## config.mk

```make
export PLATFORM = sky130hd
export DESIGN_NAME = edd_lane
export DESIGN_NICKNAME = d
export VERILOG_FILES = /design/src/edd_pkg.sv /design/src/edd_lane.sv
export SDC_FILE = /design/constraint.sdc
export NUM_CORES = 2
export LEC_CHECK = 0
export BUFFER_PORTS_ARGS = -buffer_cell sky130_fd_sc_hd__buf_2
export CORE_UTILIZATION = 50
export DETAILED_ROUTE_END_ITERATION = 6
export PLACE_DENSITY = 0.77
export SYNTH_ARGS = -nofsm -noshare
export SYNTH_HDL_FRONTEND = slang
export SYNTH_SLANG_ARGS = --single-unit
```

## constraint.sdc

```tcl
create_clock -name clk -period 20.8 [get_ports clk]
set_clock_uncertainty 0.05 [all_clocks]
set_input_delay 4.16 -clock clk [delete_from_list [all_inputs] [get_ports clk]]
set_output_delay 4.16 -clock clk [all_outputs]
set_load 0.02 [all_outputs]
```

## src/edd_pkg.sv

```systemverilog
// Shared types, widths and helpers for the error-diffusion dither block.
// Used by edd_recip, edd_lane and error_diffusion_dither. No dependencies.
package edd_pkg;

    localparam int DEFAULT_MAX_WIDTH = 2048;
    localparam int NUM_CHAN          = 3;

    localparam int SAMPLE_W   = 8;
    localparam int FRAC_W     = 8;
    localparam int IW_W       = 12;
    localparam int LC_W       = 9;
    localparam int CFG_DATA_W = 12;
    localparam int CFG_IDX_W  = 2;
    localparam int IW_RESET   = 640;

    localparam int STEPS_W   = 8;
    localparam int STEPS_MAX = 255;
    localparam int LC_MAX    = 256;

    localparam int ST_W        = 18;
    localparam int SUM_W       = ST_W + 2;
    localparam int SH_W        = ST_W + 3;
    localparam int XV_W        = 20;
    localparam int MAG_W       = XV_W - 1;
    localparam int N1_W        = MAG_W + STEPS_W;
    localparam int B_W         = N1_W - FRAC_W;
    localparam int Q_W         = 11;
    localparam int N2_W        = 27;
    localparam int RECIP_W     = 36;
    localparam int RECIP_SHIFT = 35;
    localparam int HALF_W      = RECIP_W / 2;
    localparam int PP_W        = N2_W + HALF_W;
    localparam int FULL_W      = PP_W + HALF_W;
    localparam int Y_W         = FULL_W - RECIP_SHIFT;

    localparam int SCALE_Q8     = 65280;
    localparam int HALF_SCALE   = 32640;
    localparam int LEVEL_MAX    = 255;
    localparam int INV255_MUL   = 257;
    localparam int INV255_SHIFT = 16;
    localparam int SHARE_HALF   = 8;
    localparam int SHARE_SHIFT  = 4;
    localparam int OUT_HALF     = 128;

    localparam logic signed [SUM_W-1:0] SUM_HI = SUM_W'(2 ** (ST_W - 1) - 1);
    localparam logic signed [SUM_W-1:0] SUM_LO = -SUM_HI - SUM_W'(1);

    typedef enum logic [CFG_IDX_W-1:0] {
        REG_IMAGE_WIDTH = 2'd0,
        REG_LEVEL_COUNT = 2'd1
    } cfg_reg_t;

    typedef enum logic [3:0] {
        ST_IDLE,
        ST_MUL,
        ST_DIV,
        ST_FIX,
        ST_SCALE,
        ST_RECIP,
        ST_QUANT,
        ST_SHARE,
        ST_COMMIT,
        ST_TAIL
    } state_t;

    typedef struct packed {
        logic load;
        logic clear;
        logic commit;
        logic last;
        logic use_mem;
    } lane_ctrl_t;

    function automatic logic signed [ST_W-1:0] sat_store(input logic signed [SUM_W-1:0] v);
        logic signed [ST_W-1:0] res;
        if (v > SUM_HI)
            res = ST_W'(SUM_HI);
        else if (v < SUM_LO)
            res = ST_W'(SUM_LO);
        else
            res = ST_W'(v);
        return res;
    endfunction

    // divide by 16, rounding half away from zero
    function automatic logic signed [ST_W-1:0] round_div16(input logic signed [SH_W-1:0] v);
        logic [SH_W-1:0]        mag;
        logic [SH_W-1:0]        rnd;
        logic signed [ST_W-1:0] res;
        mag = v[SH_W-1] ? SH_W'(-v) : SH_W'(v);
        rnd = (mag + SH_W'(SHARE_HALF)) >> SHARE_SHIFT;
        res = ST_W'(rnd);
        return v[SH_W-1] ? -res : res;
    endfunction

endpackage

```

## src/edd_lane.sv

```systemverilog
// One channel's quantize and diffuse datapath, stepped by the top-level sequencer.
// Holds the right carry and below partial sums. Depends on edd_pkg.
module edd_lane (
    input  logic                                 clk,
    input  logic                                 rst_n,
    input  edd_pkg::lane_ctrl_t                  ctrl,
    input  logic [edd_pkg::SAMPLE_W-1:0]         sample,
    input  logic [edd_pkg::STEPS_W-1:0]          steps,
    input  logic [edd_pkg::RECIP_W-1:0]          recip,
    input  logic signed [edd_pkg::ST_W-1:0]      line_err,
    output logic [edd_pkg::SAMPLE_W-1:0]         level,
    output logic signed [edd_pkg::ST_W-1:0]      left_err,
    output logic signed [edd_pkg::ST_W-1:0]      tail_err
);
    import edd_pkg::*;

    logic [SAMPLE_W-1:0]    sample_reg;
    logic signed [ST_W-1:0] rc_reg;
    logic signed [ST_W-1:0] bp0_reg;
    logic signed [ST_W-1:0] bp1_reg;

    logic signed [XV_W-1:0] xv_reg;
    logic [N1_W-1:0]        n1_reg;
    logic [B_W-1:0]         b_reg;
    logic [Q_W-1:0]         q0_reg;
    logic [Q_W-1:0]         qa_reg;
    logic [N2_W-1:0]        n2_reg;
    logic [PP_W-1:0]        pl_reg;
    logic [PP_W-1:0]        ph_reg;
    logic signed [Y_W-1:0]  y_reg;
    logic signed [ST_W-1:0] e_reg;

    logic signed [XV_W-1:0] xv_sum;
    logic [MAG_W-1:0]       xv_mag;
    logic [N1_W-1:0]        n1_next;
    logic [N1_W-1:0]        b_full;
    logic [B_W-1:0]         b_next;
    logic [N1_W-1:0]        b_x257;
    logic [Q_W-1:0]         q0_next;
    logic [B_W-1:0]         q0_x255;
    logic [Q_W-1:0]         qa_next;
    logic [N2_W-1:0]        n2_next;
    logic [PP_W-1:0]        pl_next;
    logic [PP_W-1:0]        ph_next;
    logic [FULL_W-1:0]      full;
    logic [Y_W-1:0]         y_mag;
    logic signed [Y_W-1:0]  y_next;
    logic signed [Y_W-1:0]  e_wide;

    logic signed [SH_W-1:0] e_ext;
    logic signed [ST_W-1:0] s7;
    logic signed [ST_W-1:0] s5;
    logic signed [ST_W-1:0] s3;
    logic signed [ST_W-1:0] s1;
    logic [Y_W-1:0]         y_rnd;

    // X and |X| * steps
    always_comb
    begin
        xv_sum = signed'(XV_W'({sample_reg, FRAC_W'(0)})) + XV_W'(rc_reg)
               + (ctrl.use_mem ? XV_W'(line_err) : XV_W'(0));
        xv_mag  = MAG_W'(xv_sum[XV_W-1] ? -xv_sum : xv_sum);
        n1_next = N1_W'(xv_mag * steps);
    end

    // level index: round(n1 / 65280), via /256 then /255 with one correction
    always_comb
    begin
        b_full  = n1_reg + N1_W'(HALF_SCALE);
        b_next  = B_W'(b_full >> FRAC_W);
        b_x257  = N1_W'(b_reg) * N1_W'(INV255_MUL);
        q0_next = Q_W'(b_x257 >> INV255_SHIFT);
        q0_x255 = (B_W'(q0_reg) << FRAC_W) - B_W'(q0_reg);
        qa_next = ((b_reg - q0_x255) >= B_W'(LEVEL_MAX)) ? q0_reg + Q_W'(1) : q0_reg;
    end

    // level value: round(q * 65280 / steps) by the stored reciprocal
    always_comb
    begin
        n2_next = N2_W'(qa_reg) * N2_W'(SCALE_Q8) + N2_W'(steps >> 1);
        pl_next = PP_W'(n2_reg) * PP_W'(recip[HALF_W-1:0]);
        ph_next = PP_W'(n2_reg) * PP_W'(recip[RECIP_W-1:HALF_W]);
        full    = (FULL_W'(ph_reg) << HALF_W) + FULL_W'(pl_reg);
        y_mag   = full[FULL_W-1:RECIP_SHIFT];
        y_next  = xv_reg[XV_W-1] ? -signed'(y_mag) : signed'(y_mag);
        e_wide  = Y_W'(xv_reg) - y_next;
    end

    // error shares and output level
    always_comb
    begin
        e_ext    = SH_W'(e_reg);
        s7       = round_div16((e_ext <<< 3) - e_ext);
        s5       = round_div16((e_ext <<< 2) + e_ext);
        s3       = round_div16((e_ext <<< 1) + e_ext);
        s1       = round_div16(e_ext);
        left_err = sat_store(SUM_W'(bp0_reg) + SUM_W'(s3));
        tail_err = sat_store(SUM_W'(bp1_reg) + SUM_W'(s5));
        y_rnd    = (Y_W'(y_reg) + Y_W'(OUT_HALF)) >> FRAC_W;
        if (y_reg[Y_W-1])
            level = '0;
        else if (y_rnd > Y_W'(LEVEL_MAX))
            level = SAMPLE_W'(LEVEL_MAX);
        else
            level = y_rnd[SAMPLE_W-1:0];
    end

    always_ff @(posedge clk)
    begin
        if (ctrl.load)
            sample_reg <= sample;
        xv_reg <= xv_sum;
        n1_reg <= n1_next;
        b_reg  <= b_next;
        q0_reg <= q0_next;
        qa_reg <= qa_next;
        n2_reg <= n2_next;
        pl_reg <= pl_next;
        ph_reg <= ph_next;
        y_reg  <= y_next;
        e_reg  <= ST_W'(e_wide);
    end

    always_ff @(posedge clk or negedge rst_n)
    begin
        if (!rst_n)
        begin
            rc_reg  <= '0;
            bp0_reg <= '0;
            bp1_reg <= '0;
        end
        else if (ctrl.clear)
        begin
            rc_reg  <= '0;
            bp0_reg <= '0;
            bp1_reg <= '0;
        end
        else if (ctrl.commit)
        begin
            rc_reg  <= ctrl.last ? '0 : s7;
            bp0_reg <= ctrl.last ? '0 : tail_err;
            bp1_reg <= ctrl.last ? '0 : s1;
        end
    end

endmodule

```

* After elaboration in Yosys (flattened, before gate mapping)
Index checks and enable logic that the tools add are counted.
Storage, ports and cells: bits in registers 313, input bits 77, output and inout bits 44, logic and storage cells 82
Operators by class: add/subtract/negate cells 29, $mul 5, magnitude comparators 6, mux-type cells 27, reduce and logical (&&, ||, !) cells 1
Operators by type and width (number):
- $mux 18 | 17
- $mul 27x18->45 | 2
- $add 21x4->21 const B | 4
- $mux 21 | 4
- $neg 17->18 | 4
- $add 63x45->63 | 1
- $neg 21->21 | 2
- $add 18x18->19 | 2
- $gt 19x18->1 const B | 2
- $lt 19x18->1 const B | 2
- $add 28x9->28 const B | 1
- $mux 28 | 1
- $neg 28->28 | 1
- $add 27x15->27 const B | 1
- $add 27x7->27 | 1
- $mul 19x8->27 | 1
- $mul 19x9->27 const B | 1
- $add 20x18->21 | 1
- $neg 18->21 | 1
- $neg 20->21 | 1
- $sub 21x18->21 | 1
- $add 19x18->20 | 1
- $add 19x20->20 | 1
- $gt 20x8->1 const B | 1
- 13 further kinds | 14

* Longest topological paths before layout
word-level depth 13, depth in mapped cells 37

* Least setup slack after synthesis
Ideal clock, no wire load.
path type flip-flop to output port, start point register e_reg[17], end point output port left_err[10] in the netlist's numbering, arrival time 7788 ps, data required time 16590 ps, setup slack 8802 ps, stages on the path, launching flop included 33, cells stage by stage dfxtp_1 > clkbuf_1 > clkbuf_1 > clkbuf_1 > clkbuf_1 > clkbuf_1 > clkbuf_1 > clkbuf_1 > clkbuf_1 > clkbuf_1 > nand2_1 > xnor2_1 > ha_1 > xnor2_1 > ha_1 > nand2_1 > o21ai_0 > fa_1 > a21o_1 > a21oi_1 > o21bai_1 > a21oi_1 > o21bai_1 > a21oi_1 > o21ai_0 > o41ai_1 > o21ai_0 > o31a_1 > o22ai_1 > and2_1 > clkbuf_1 > clkbuf_1 > o21ai_0
On the way: longest elaborated chain between the ends 10, elaborated cells on any way between the ends 11, classes of those cells 5 x add/sub; 2 x order compare; 4 x mux
RTL lines:
- start: declaration | RTL line edd_lane.sv:31 | logic signed [ST_W-1:0] e_reg;
- start signal: assignment | RTL line edd_lane.sv:121 | e_reg <= ST_W'(e_wide);
- $add 19x18->20 (*) | RTL line edd_lane.sv:95 | s3 = round_div16((e_ext <<< 1) + e_ext);
- $neg 20->21 | RTL line edd_pkg.sv:90 | mag = v[SH_W-1] ? SH_W'(-v) : SH_W'(v);
- $mux 21 | RTL line edd_pkg.sv:90
- $add 21x4->21 | RTL line edd_pkg.sv:91 | rnd = (mag + SH_W'(SHARE_HALF)) >> SHARE_SHIFT;
- $neg 17->18 | RTL line edd_pkg.sv:93 | return v[SH_W-1] ? -res : res;
- $mux 18 (*) | RTL line edd_pkg.sv:93
- $add 18x18->19 (*) | RTL line edd_lane.sv:97 | left_err = sat_store(SUM_W'(bp0_reg) + SUM_W'(s3));
- $lt 19x18->1 | RTL line edd_pkg.sv:78 | else if (v < SUM_LO)
- $mux 18 | RTL line edd_pkg.sv:78
- $mux 18 (*) | RTL line edd_pkg.sv:76 | if (v > SUM_HI)
- end: declaration | RTL line edd_lane.sv:12 | output logic signed [edd_pkg::ST_W-1:0] left_err,
Mark *: on every way between the ends. The rest lies on a longest branch, timed or not.

* Worst setup path after layout
start point register e_reg[0], end point output port left_err[13] in the netlist's numbering
The elaborated chain is that of the path after synthesis.

==> results.cfg <==
[critical_path]
cp_slowest_cell = o31ai_1
cp-end-kind = output port
worstSetupStartpointType = flop
cp_top_family = compound AO/OA/AOI/OAI gates
crit_type = reg2out
arrival_ns = 8.67
critPathBufInv = 2
reg2reg_from = rc_reg[2]
worstPathRequired_ns = 16.59
reg2reg_slack_ns = 11.79
reg2reg_to = n1_reg[24]
cpPeakStageDelay_ns = 0.89
crit_top_cell = xor2_1
critical_path.max_fanout = 17
r2r_cells = 32

[logic_synthesis]
ys_seq_elements = 279
synth_area_leader_cell = fa_1
yosys_warnings = 0
synth_area_leaders = fa_1, ha_1, inv_1
syn_nets = 8605
synth_flop_cell = dfxtp_1
avgSynthCellArea_um2 = 8.53
ys_types = 115
synth_edf_count = 8
syn_area_um2 = 59700
syn_inst = 6999
async_flop_share = 0.194
synth_top_area_share = 0.310
yosysSeqAreaShare = 0.0994

[clock_tree]
postCtsSetupBuffers = 0
cts_resized = 0
cts_tree = yes
clock_sinks = 279
hold_buffers = 0
cts_made_buffers = 36
clk_path_buf_depth = 3
clk_latency_ns = 0.57
cts_root_buf = clkbuf_16
cts.reportedPaths.clkPinSlew_ns = 0.06
htreeDepth = 2

[floorplan]
die_h_um = 348
io_pins = 121
die_area_um2 = 121000
fp-row-count = 126
die_x_um = 348
start_util = 0.505
core_um2 = 118000

[routing]
routed_wl_um = 153000
drt_iter0_drc = 3140
drc = 0
vias = 48190
wire_per_inst_um = 18.1
postRouteAntennaNets = 0
drt-met1-wl_um = 63400
dr_wl_met2_um = 74000
vias_per_cell = 5.69
wl_met3_um = 10000
highest_layer = met5
first_pass_iters = 6

[sta]
period_needed_ns = 12.88
rsz0062_at_grt = no
max_slew.worst_pin.slew_ns = 1.07
finalHoldViolCount = 0
post-route-period-util = 0.619
drv_slew = 0
max_freq_ghz = 0.0776
setup_viol = 0
relSlewSlack = 0.284
fin_tns_setup_ns = 0

[grt]
grt_usage = 0.256
antenna_found_initial = 4
grt_first_pass_wirelength_um = 252000
overflow = 0
grt_max_degree = 62
grt_pass1_vias = 49920

[placed_design]
place.gp.congestion = 0.947
dp_hpwl_um = 118000
io_buffers = 120

[hold_path]
hold_path_startpoint = qa_reg[0]
hold_end = n2_reg[8]
hold_path_class = reg2reg
hold_path_depth = 0

[final_layout]
nets = 8506
area_growth_pct = 4.84
largest_reg_flops = 45
drive_gt1_frac = 0.0469

[outcome]
status = finished clean

[run]
cap_violations = 0
metal layers:
layer / up-vias / global-route usage
li1: 22213 / -
met1: 23943 / 0.330
met2: 1669 / 0.440
met3: 359 / 0.0359
met4: 6 / 0.0875
met5: - / 0
cell usage in the layout (no fill, tap or decap), types with 120 or more instances in the layout:
cell type,n
a21oi_1,225
and2_1,398
buf_2,120
dfxtp_1,216
fa_1,925
ha_1,604
inv_1,1167
nand2_1,970
nor2_1,259
o21ai_0,213
xnor2_1,290
xor2_1,153
per-stage QoR:
stage               worst slack [ns]  hold slack, ns   util  instance area (um2)  cells
floorplan                       8.80           0.348      -                59700   6999
global placement                7.78           0.395  0.519                61400   8398
detailed placement              7.70           0.399  0.519                61400   8398
CTS                             8.02           0.405  0.529                62600   8462
global route                    7.33           0.424  0.529                62600   8463
finish                          7.92           0.402  0.529                62600   8463
cells by family (layout without fill, tap and decap cells):
group,after synthesis,in the layout,synth area share
other cells,0,1,0
flops,279,279,0.0994
mux,22,22,0.00394
fa+ha+maj,1529,1529,0.437
compound gates,1016,1016,0.117
buf+inv,1466,1393,0.0925
xor+xnor,447,447,0.0663
simple gates,2240,2240,0.184
cells in the mapped netlist, types with 15 or more instances:
library cell,n
dfrtp_1,54
a21boi_0,27
nor2_1,260
inv_1,1167
a211oi_1,19
xnor2_1,290
fa_1,925
mux2i_1,19
o21a_1,55
o41ai_1,15
nor4_1,29
nand3b_1,15
nand4_1,41
nand2_1,970
a31o_2,15
o21ai_0,213
a31oi_1,40
nand3_1,107
xor2_1,153
o21ai_1,17
o21bai_1,34
nor2b_1,54
a21oi_1,225
o2111ai_1,15
nand2b_1,55
o31ai_1,34
ha_1,604
and2_1,398
and3_1,50
or2_2,27
clkbuf_1,276
nor3_1,95
a21o_1,89
dfxtp_1,217
o211ai_1,36
or3_1,39
worst max path at each step:
stage	from	to	depth (start not counted)	slack (ns)
floorplan	e_reg[17]	left_err[10]	32	8.80
global placement	ctrl[0]	n1_reg[24]	34	7.78
detailed placement	ctrl[0]	n1_reg[24]	34	7.70
CTS	e_reg[0]	left_err[13]	26	8.02
global route	e_reg[0]	left_err[4]	26	7.33
finish	e_reg[0]	left_err[13]	26	7.92
area by class of cell:
| class | instances | area, um2 |
|---|---|---|
| inverter | 1170 | 4390 |
| clock inverter | 18 | 194 |
| sequential | 279 | 5940 |
| timing repair buffer | 159 | 893 |
| antenna | 1 | 2.50 |
| tap | 1536 | 1920 |
| multi-input combinational | 5254 | 48300 |
| fill | 10697 | 55600 |
| clock buffer | 46 | 1000 |
Power is left out: the tool's default activity adds up to more than one toggle a clock period on the data nets, which glitch-free logic cannot reach.
