### src/edd_pkg.sv
// Shared types, widths and helpers for the error-diffusion dither block.
// Used by edd_recip, edd_lane and error_diffusion_dither. No dependencies.
package edd_pkg;

    localparam int DEFAULT_MAX_WIDTH = 2048;
    localparam int NUM_CHAN          = 3;

    localparam int SAMPLE_W   = 8;
    localparam int FRAC_W     = 8;
    localparam int IW_W       = 12;
    localparam int LC_W       = 9;
    localparam int CFG_DATA_W = 12;
    localparam int CFG_IDX_W  = 2;
    localparam int IW_RESET   = 640;

    localparam int STEPS_W   = 8;
    localparam int STEPS_MAX = 255;
    localparam int LC_MAX    = 256;

    localparam int ST_W        = 18;
    localparam int SUM_W       = ST_W + 2;
    localparam int SH_W        = ST_W + 3;
    localparam int XV_W        = 20;
    localparam int MAG_W       = XV_W - 1;
    localparam int N1_W        = MAG_W + STEPS_W;
    localparam int B_W         = N1_W - FRAC_W;
    localparam int Q_W         = 11;
    localparam int N2_W        = 27;
    localparam int RECIP_W     = 36;
    localparam int RECIP_SHIFT = 35;
    localparam int HALF_W      = RECIP_W / 2;
    localparam int PP_W        = N2_W + HALF_W;
    localparam int FULL_W      = PP_W + HALF_W;
    localparam int Y_W         = FULL_W - RECIP_SHIFT;

    localparam int SCALE_Q8     = 65280;
    localparam int HALF_SCALE   = 32640;
    localparam int LEVEL_MAX    = 255;
    localparam int INV255_MUL   = 257;
    localparam int INV255_SHIFT = 16;
    localparam int SHARE_HALF   = 8;
    localparam int SHARE_SHIFT  = 4;
    localparam int OUT_HALF     = 128;

    localparam logic signed [SUM_W-1:0] SUM_HI = SUM_W'(2 ** (ST_W - 1) - 1);
    localparam logic signed [SUM_W-1:0] SUM_LO = -SUM_HI - SUM_W'(1);

    typedef enum logic [CFG_IDX_W-1:0] {
        REG_IMAGE_WIDTH = 2'd0,
        REG_LEVEL_COUNT = 2'd1
    } cfg_reg_t;

    typedef enum logic [3:0] {
        ST_IDLE,
        ST_MUL,
        ST_DIV,
        ST_FIX,
        ST_SCALE,
        ST_RECIP,
        ST_QUANT,
        ST_SHARE,
        ST_COMMIT,
        ST_TAIL
    } state_t;

    typedef struct packed {
        logic load;
        logic clear;
        logic commit;
        logic last;
        logic use_mem;
    } lane_ctrl_t;

    function automatic logic signed [ST_W-1:0] sat_store(input logic signed [SUM_W-1:0] v);
        logic signed [ST_W-1:0] res;
        if (v > SUM_HI)
            res = ST_W'(SUM_HI);
        else if (v < SUM_LO)
            res = ST_W'(SUM_LO);
        else
            res = ST_W'(v);
        return res;
    endfunction

    // divide by 16, rounding half away from zero
    function automatic logic signed [ST_W-1:0] round_div16(input logic signed [SH_W-1:0] v);
        logic [SH_W-1:0]        mag;
        logic [SH_W-1:0]        rnd;
        logic signed [ST_W-1:0] res;
        mag = v[SH_W-1] ? SH_W'(-v) : SH_W'(v);
        rnd = (mag + SH_W'(SHARE_HALF)) >> SHARE_SHIFT;
        res = ST_W'(rnd);
        return v[SH_W-1] ? -res : res;
    endfunction

endpackage

### src/edd_recip.sv
// Reciprocal unit: ceil(2^35 / steps) by restoring division, one bit per cycle.
// Depends on edd_pkg.
module edd_recip (
    input  logic                          clk,
    input  logic                          rst_n,
    input  logic                          start,
    input  logic [edd_pkg::STEPS_W-1:0]   divisor,
    output logic                          busy,
    output logic [edd_pkg::RECIP_W-1:0]   recip
);
    import edd_pkg::*;

    localparam int CNT_W = $clog2(RECIP_W + 1);

    logic               busy_reg;
    logic [CNT_W-1:0]   cnt_reg;
    logic [STEPS_W-1:0] rem_reg;
    logic [RECIP_W-1:0] quo_reg;
    logic [STEPS_W-1:0] div_reg;
    logic [RECIP_W-1:0] recip_reg;

    logic [STEPS_W:0]   trial;
    logic               ge;
    logic [STEPS_W-1:0] rem_next;
    logic [RECIP_W-1:0] quo_next;

    always_comb
    begin
        trial    = {rem_reg, quo_reg[RECIP_W-1]};
        ge       = trial >= {1'b0, div_reg};
        rem_next = ge ? STEPS_W'(trial - {1'b0, div_reg}) : trial[STEPS_W-1:0];
        quo_next = {quo_reg[RECIP_W-2:0], ge};
    end

    always_ff @(posedge clk or negedge rst_n)
    begin
        if (!rst_n)
        begin
            busy_reg  <= 1'b0;
            cnt_reg   <= '0;
            recip_reg <= RECIP_W'(1) << RECIP_SHIFT;
        end
        else if (start)
        begin
            busy_reg <= 1'b1;
            cnt_reg  <= CNT_W'(RECIP_W);
        end
        else if (busy_reg)
        begin
            cnt_reg <= cnt_reg - CNT_W'(1);
            if (cnt_reg == CNT_W'(1))
            begin
                busy_reg  <= 1'b0;
                recip_reg <= quo_next;
            end
        end
    end

    always_ff @(posedge clk)
    begin
        if (start)
        begin
            div_reg <= divisor;
            rem_reg <= '0;
            // dividend 2^35 + d - 1 gives the ceiling
            quo_reg <= (RECIP_W'(1) << RECIP_SHIFT) + RECIP_W'(divisor) - RECIP_W'(1);
        end
        else if (busy_reg)
        begin
            rem_reg <= rem_next;
            quo_reg <= quo_next;
        end
    end

    assign busy  = busy_reg;
    assign recip = recip_reg;

endmodule

### config.mk
export PLATFORM = sky130hd
export DESIGN_NAME = edd_recip
export DESIGN_NICKNAME = d
export VERILOG_FILES = /design/src/edd_pkg.sv /design/src/edd_recip.sv
export SDC_FILE = /design/constraint.sdc
export NUM_CORES = 1
export LEC_CHECK = 0
export BUFFER_PORTS_ARGS = -buffer_cell sky130_fd_sc_hd__buf_2
export CORE_ASPECT_RATIO = 0.5
export CORE_MARGIN = 1.5
export CORE_UTILIZATION = 50
export DETAILED_ROUTE_END_ITERATION = 8
export PLACE_DENSITY = 0.71
export SYNTH_ARGS = -nofsm -noshare
export SYNTH_HDL_FRONTEND = slang
export SYNTH_SLANG_ARGS = --single-unit
### constraint.sdc
create_clock -name clk -period 4.9 [get_ports clk]
set_clock_uncertainty 0.2 [all_clocks]
set_input_delay 0.49 -clock clk [delete_from_list [all_inputs] [get_ports clk]]
set_output_delay 0.49 -clock clk [all_outputs]
set_load 0.05 [all_outputs]
; ---- After elaboration in Yosys (flattened, before gate mapping)
; Index checks and enable logic that the tools add are counted.
[word_totals]
input_bits = 11
out_inout_bits = 37
wordCells = 23
ff_bits = 95
[classes]
n_mux = 8
bitwise = 1
reduce_logical = 2
addsub = 4
order_cmp = 1
eq_ne = 1
[ops]
columns = cell, count
row1 = $mux 36, 2
row2 = $add 36x8->36 const A, 1
row3 = $sub 36x1->36 const B, 1
row4 = $mux 6, 2
row5 = $ge 9x8->1, 1
row6 = $mux 8, 1
row7 = $sub 8x8->8, 1
row8 = $eq 6x1->1 const B, 1
row9 = $sub 6x1->6 const B, 1
row10 = $mux 1, 3
row11 = $reduce_and 3->1, 1
row12 = $reduce_bool 2->1, 1
row13 = $not 1->1, 1

; ---- Logic depth before layout (Yosys ltp)
; Gate-level depths: netlist of the first run.
[logic_depth]
depth_word = 4
mapped_depth = 8
mapped_depth_nobuf = 8

; ---- Worst setup path before layout of the first run
; No wires, ideal clock.
[synth_path]
path_type = flip-flop to flip-flop
startpoint = register busy_reg, in the netlist busy
endpoint = register quo_reg[0], enable pin
path_stages_with_launch = 4
n_path_buf = 1
t_arrival_ns = 1.791
required_time_ns = 4.309
setup_ns = 0.391
setup_slack_ns = 2.519
synth_period_minus_slack_ns = 2.381
cell_sequence = dfrtp_1 buf_2 nor2_1 inv_1
[synth_via]
elab_chain_cells = 1
[synth_rtl]
columns = element, line
row1 = start: declaration, edd_recip.sv:15  ; logic busy_reg;
row2 = start signal: assignment, edd_recip.sv:39  ; busy_reg <= 1'b0;
row3 = start signal: assignment, edd_recip.sv:45  ; busy_reg <= 1'b1;
row4 = start signal: assignment, edd_recip.sv:53  ; busy_reg <= 1'b0;
row5 = $reduce_bool 2->1 (no source line), --
row6 = end signal: assignment, edd_recip.sv:66  ; quo_reg <= (RECIP_W'(1) << RECIP_SHIFT) + RECIP_W'(divisor) - RECIP_W'(1);
row7 = end signal: assignment, edd_recip.sv:71  ; quo_reg <= quo_next;
row8 = end: declaration, edd_recip.sv:18  ; logic [RECIP_W-1:0] quo_reg;
; No other way between the ends.
; A chain may end at the register's enable or synchronous reset.

; ---- Final worst setup path of the first run
[layout_path]
startpoint = input port start
endpoint = register recip_reg[5], in the netlist recip[5]
[layout_via]
elab_chain_cells = 2
[layout_rtl]
columns = element, line
row1 = start: declaration, edd_recip.sv:6  ; input logic start,
row2 = $not 1->1 (no source line), --
row3 = $reduce_and 3->1 (no source line), --
row4 = end signal: assignment, edd_recip.sv:41  ; recip_reg <= RECIP_W'(1) << RECIP_SHIFT;
row5 = end signal: assignment, edd_recip.sv:54  ; recip_reg <= quo_next;
row6 = end: declaration, edd_recip.sv:20  ; logic [RECIP_W-1:0] recip_reg;
; No other way between the ends.

==> metrics.csv, run 1 <==
metric,value,unit
# Max-Cap Violations,0,
Post-CTS Setup Inserts,0,
clock buffer depth,2,
count of cell types in the netlist,41,
first-pass GRT wire length,12.8,mm
CTS tree,done,
TritonCTS Buffers,9,
Util after Layout,59.5,%
n_diodes,0,
RePlAce Congestion,0.735,
DRC viols,0,
Final min period,2.52,ns
Setup-failing EPs final,0,
largest family of logic cells by synthesized area,compound AO/OA/AOI/OAI gates,
DP HPWL,4.89,mm
asr flop ratio synth,45.3,%
warnings from Yosys,0,
Syn Nets,406,
vias,2719,
worst-skew pair later-pin latency,0.34,ns
post_cts resized,0,
PD cells,447,mW/mm^2
die height,67.6,um
fmax,0.397,GHz
CP max stage delay,0.74,ns
Post-Syn Area,0.00418,sq mm
"Top FF cell, synth",edfxtp_1,
clk sinks,95,
XOR/XNOR share of the synthesized area,2.94,%
fraction of synthesized area in multiplexers,3.33,%
"EDFF count, synth",44,
Avg WL per Cell,13.9,um
Max VDD drop,0.204,mV
post-synthesis adder-cell area fraction,4.07,%
RSZ-0062 raised after global routing,false,
Syn Area/Cell,10.9,sq um
critical path's slowest cell,nand2_2,
DIE AREA,0.00894,sq mm
post-route ant nets,0,
type of the worst min-delay path,in2async,
CP startpoint kind,primary input,
crit end category,flop,
buffers and inverters on the worst path,2,
CORE AREA,0.00806,sq mm
Synth Area in Compound Gates,12.4,%
worst slew pin tran,1.02,ns
synthesized instance count,382,
Pleak,2.18,nW
DR top layer,met4,
final WL,7.56,mm
r2r setup slk,2.49,ns
hold buffer count at CTS,0,
CP top delay family,simple AND/OR/NAND/NOR gates,
nets,449,
gr usage total,18.8,%
Area growth syn-to-layout,14.7,%
endpoints failing hold,0,
std cell rows,23,
drt pass-1 iters,4,
fin crit share,51.4,%
total congestion overflow,0,
Simple-Gate Fraction of Synth Area,9.86,%
vias per cell,5.02,
reg-to-reg endpoint,rem_reg[1]$_SDFFE_PP0P_,
reg2reg path depth,7,
Place WS,2.02,ns
post-route setup slack,2.38,ns
number of global-route vias before repair,2564,
Min Hold Slack,0.114,ns
clock slew at reported path FFs,0.07,ns
Fill cells,660,
share of layout cells above drive strength 1,18.4,%
Setup TNS Final,0,ns
Detail Route met2 WL,3.70,mm
WS Path Type,in2reg,
slew margin rel.,31.6,%
die width,132,um
WP data arrival,2.54,ns
"Slew Viols, Final",0,
# port buffers,47,
crit-path cells,buf_2 > buf_4 > and4b_1 > nand2_2 > mux2_2,
Worst EP required,4.92,ns
post-synthesis sequential area ratio,61.3,%
initial antenna violation count,0,
DR WL met3,217,um
origin of the critical flop-to-flop path,div_reg[2]$_DFFE_PP_,
crit-path max FO,66,
Initial Utilization,51.8,%
Cells after DPL,526,
drt initial violations,171,
pin count of the biggest net entering global routing,67,
status,finished clean,
non-filler instance count after layout,542,
#FFs+latches synth,95,
clk root buf,clkbuf_16,
met1 WL,3.61,mm
H-tree depth,3,
IO Pins,48,
[worst max path at each step]
stage / endpoint / start / slack [ns] / cells after the start
floorplan: quo_reg[0]$_DFFE_PP_ / busy$_DFF_PN0_ / 2.52 / 3
global placement: recip[5]$_DFFE_PN0P_ / start / 2.05 / 5
detailed placement: recip[2]$_DFFE_PN0P_ / start / 2.02 / 5
CTS: recip[4]$_DFFE_PN0P_ / start / 2.38 / 5
global route: recip[5]$_DFFE_PN0P_ / start / 2.16 / 5
finish: recip[5]$_DFFE_PN0P_ / start / 2.38 / 5
[per-stage QoR]
step / power, mW / area [sq um]
global route: 2.25 / 4790
CTS: 2.16 / 4790
global placement: 1.43 / 4480
finish: 2.14 / 4790
floorplan: 1.35 / 4180
detailed placement: 1.45 / 4480
[cells in the final DEF (no fill, tap or decap), types with 2 or more instances in the layout]
cell	count
nor2b_1	3
buf_2	47
a21oi_1	10
o21ai_0	65
a32oi_1	3
edfxtp_1	44
ha_1	12
nor4_1	2
a211oi_1	2
clkinv_4	2
buf_4	2
nand2b_1	4
dfxtp_1	8
a21oi_2	3
inv_1	46
clkbuf_16	9
dfrtp_1	42
inv_6	2
nor2_1	26
xor2_1	4
nor3_1	3
nand3_1	2
mux2i_1	6
nand2_1	45
mux2_2	7
xnor2_1	10
a311oi_1	2
[cell families (layout without fill, tap and decap cells)]
logic type,count (synthesis),count (layout)
flops,95,95
simple gates,93,93
compound gates,91,91
buf+inv,63,111
xor+xnor,14,14
fa+ha+maj,13,13
mux,13,13
[per-layer routing]
metal	vias up	GRT usage (%)
met5	-	0
met4	0	4.12
met3	2	5.86
met2	27	31.7
met1	1308	24.5
li1	1382	-
[final cells by class]
class	instances	area, sq um	area share [%]
Inverter	46	173	3.60
Tap cell	112	140	2.92
Timing Repair Buffer	49	250	5.22
Clock inverter	5	65.1	1.36
Sequential cell	95	2560	53.4
Multi-Input combinational cell	224	1360	28.4
Clock buffer	11	243	5.07
[worst register-to-register path, stage by stage (launching register included)]
cell	delay (ns)
edfxtp_1	0.36
inv_1	0.07
ha_1	0.28
a21oi_1	0.15
o21ai_0	0.11
a21oi_2	0.58
mux2_2	0.42
o21ai_0	0.15
[synth_stat cells, drive strengths merged, types with 6 or more instances]
| master | number | share of area [%] |
|---|---|---|
| dfxtp | 8 | 3.8 |
| clkbuf | 9 | 0.81 |
| mux2i | 6 | 1.4 |
| edfxtp | 44 | 32 |
| a21oi | 13 | 1.8 |
| inv | 46 | 4.1 |
| dfrtp | 42 | 25 |
| o21ai | 65 | 7.8 |
| nand2 | 46 | 4.1 |
| buf | 8 | 1.2 |
| xnor2 | 10 | 2.1 |
| ha | 12 | 3.6 |
| nor2 | 26 | 2.3 |
| mux2 | 7 | 1.9 |
[power breakdown]
| group | switching, mW | internal [mW] |
|---|---|---|
| Combinational | 0.284 | 0.184 |
| Sequential | 0.0460 | 0.912 |
| Clock | 0.301 | 0.415 |
| Total | 0.631 | 1.51 |
No activity file was read; power rests on OpenSTA's default activity.
==> run 2, diff against run 1 <==
- PLACE_DENSITY: 0.71 -> 0.74
- clock period: 4.9 -> 2.28 ns (I/O delays scaled with it)
==> run 2 against run 1 <==
Against the previous run: via count grew 3.3%; critical path depth grew 2; first-iteration DRC count grew 7.6%; sequential power grew 120%; critical endpoint is now rem_reg[0]$_SDFFE_PP0P_.
==> metrics.csv, run 2 (same netlist as run 1, synthesis figures left out) <==
metric,value,unit
status,finished clean,
Pleak,2.26,nW
critical path's slowest cell,ha_1,
DRC viols,0,
# Max-Cap Violations,0,
TritonCTS Buffers,9,
Fill cells,627,
share of layout cells above drive strength 1,20.3,%
CP endpoint,rem_reg[0]$_SDFFE_PP0P_,
crit-path max FO,8,
slew margin rel.,55.5,%
critical path depth,7,
DP HPWL,5.35,mm
CTS tree,done,
Area growth syn-to-layout,18.8,%
gr usage total,18.8,%
cell mode on critical path,a21oi_2,
clk root buf,clkbuf_16,
r2r setup slk,0.15,ns
drt initial violations,184,
CP startpoint kind,flop,
clock slew at reported path FFs,0.07,ns
Final min period,2.13,ns
std cell rows,23,
RSZ-0062 raised after global routing,false,
"Slew Viols, Final",0,
CP top delay family,compound AO/OA/AOI/OAI gates,
H-tree depth,3,
"commonest non-fill, non-tap cell in the layout",o21ai_0,
clk sinks,95,
Avg WL per Cell,14.1,um
die width,132,um
DIE AREA,0.00894,sq mm
total congestion overflow,0,
vias,2808,
Worst EP required,2.33,ns
crit end category,flop,
fin crit share,93.4,%
nets,468,
PD cells,935,mW/mm^2
WS Path Type,reg2reg,
endpoints failing hold,0,
first-pass GRT wire length,12.9,mm
Initial Utilization,51.8,%
type of the worst min-delay path,in2async,
WP data arrival,2.18,ns
vias per cell,5.01,
post-route ant nets,0,
Min Hold Slack,0.0928,ns
worst slew pin tran,0.659,ns
final WL,7.90,mm
CP max stage delay,0.37,ns
Setup-failing EPs final,0,
number of global-route vias before repair,2730,
drt pass-1 iters,5,
crit-path cells,ha_1 > a21oi_2 > o221ai_2 > a21oi_2 > buf_4 > nand2_1 > a311oi_1,
origin of the critical flop-to-flop path,rem_reg[5]$_SDFFE_PP0P_,
initial antenna violation count,0,
reg-to-reg endpoint,rem_reg[0]$_SDFFE_PP0P_,
clock buffer depth,2,
fmax,0.470,GHz
# port buffers,47,
RePlAce Congestion,0.820,
n_diodes,0,
crit path from,rem_reg[5]$_SDFFE_PP0P_,
die height,67.6,um
reg2reg path depth,7,
Max VDD drop,0.473,mV
pin count of the biggest net entering global routing,48,
Setup TNS Final,0,ns
"commonest cells after routing, fill and taps aside","o21ai_0 (65), buf_2 (47), inv_1 (45), nand2_1 (45), edfxtp_1 (44)",
buffers and inverters on the worst path,1,
IO Pins,48,
worst-skew pair later-pin latency,0.34,ns
CORE AREA,0.00806,sq mm
[run 2: final cells by class]
| cell class | instances | area [sq um] | area share [%] |
|---|---|---|---|
| repair buffers | 68 | 418 | 8.42 |
| well taps | 112 | 140 | 2.82 |
| multi-input cells | 224 | 1370 | 27.5 |
| inverters | 46 | 176 | 3.55 |
| flip-flops and latches | 95 | 2560 | 51.6 |
| clock inverters | 6 | 75.1 | 1.51 |
| clock buffers | 10 | 229 | 4.61 |
[run 2: timing repair]
action                                  CTS  global route
resized for setup                         0             0
endpoints found under the setup margin    0             0
hold buffers                             10             0
hold endpoints to repair                 51             0
setup buffers                             0             0
[run 2: worst min-delay path by stage]
stage	startpoint	slack [ns]	end
finish	rst_n	0.09	recip[19]$_DFFE_PN0P_
global route	rst_n	0.11	recip[25]$_DFFE_PN0P_
detailed placement	rst_n	-0.08	recip[19]$_DFFE_PN0P_
global placement	rst_n	-0.09	recip[20]$_DFFE_PN0P_
floorplan	rst_n	-0.27	busy$_DFF_PN0_
CTS	rst_n	0.09	recip[19]$_DFFE_PN0P_
[run 2: report_power, final]
part / total (mW) / switching [mW] / internal [mW]
logic: 1.03 / 0.606 / 0.428
registers: 2.06 / 0.100 / 1.96
clock network: 1.55 / 0.679 / 0.871
[run 2: stage by stage]
step	utilization (%)	std cells	instance area [sq um]	setup WS (ns)	power, mW
CTS	61.6	561	4960	0.177	4.66
detailed placement	56.6	535	4560	0.196	3.11
finish	61.6	561	4960	0.152	4.64
global placement	56.6	535	4560	0.227	3.08
floorplan	-	382	4180	0.102	2.90
global route	61.6	561	4960	0.00138	4.85
[run 2: metal layers]
layer	vias to the layer above	global-route usage [%]	routed length (um)
met1	1331	23.1	3670
met4	0	5.63	64
met5	-	0	0
li1	1416	-	-
met3	8	5.41	304
met2	53	33.2	3870
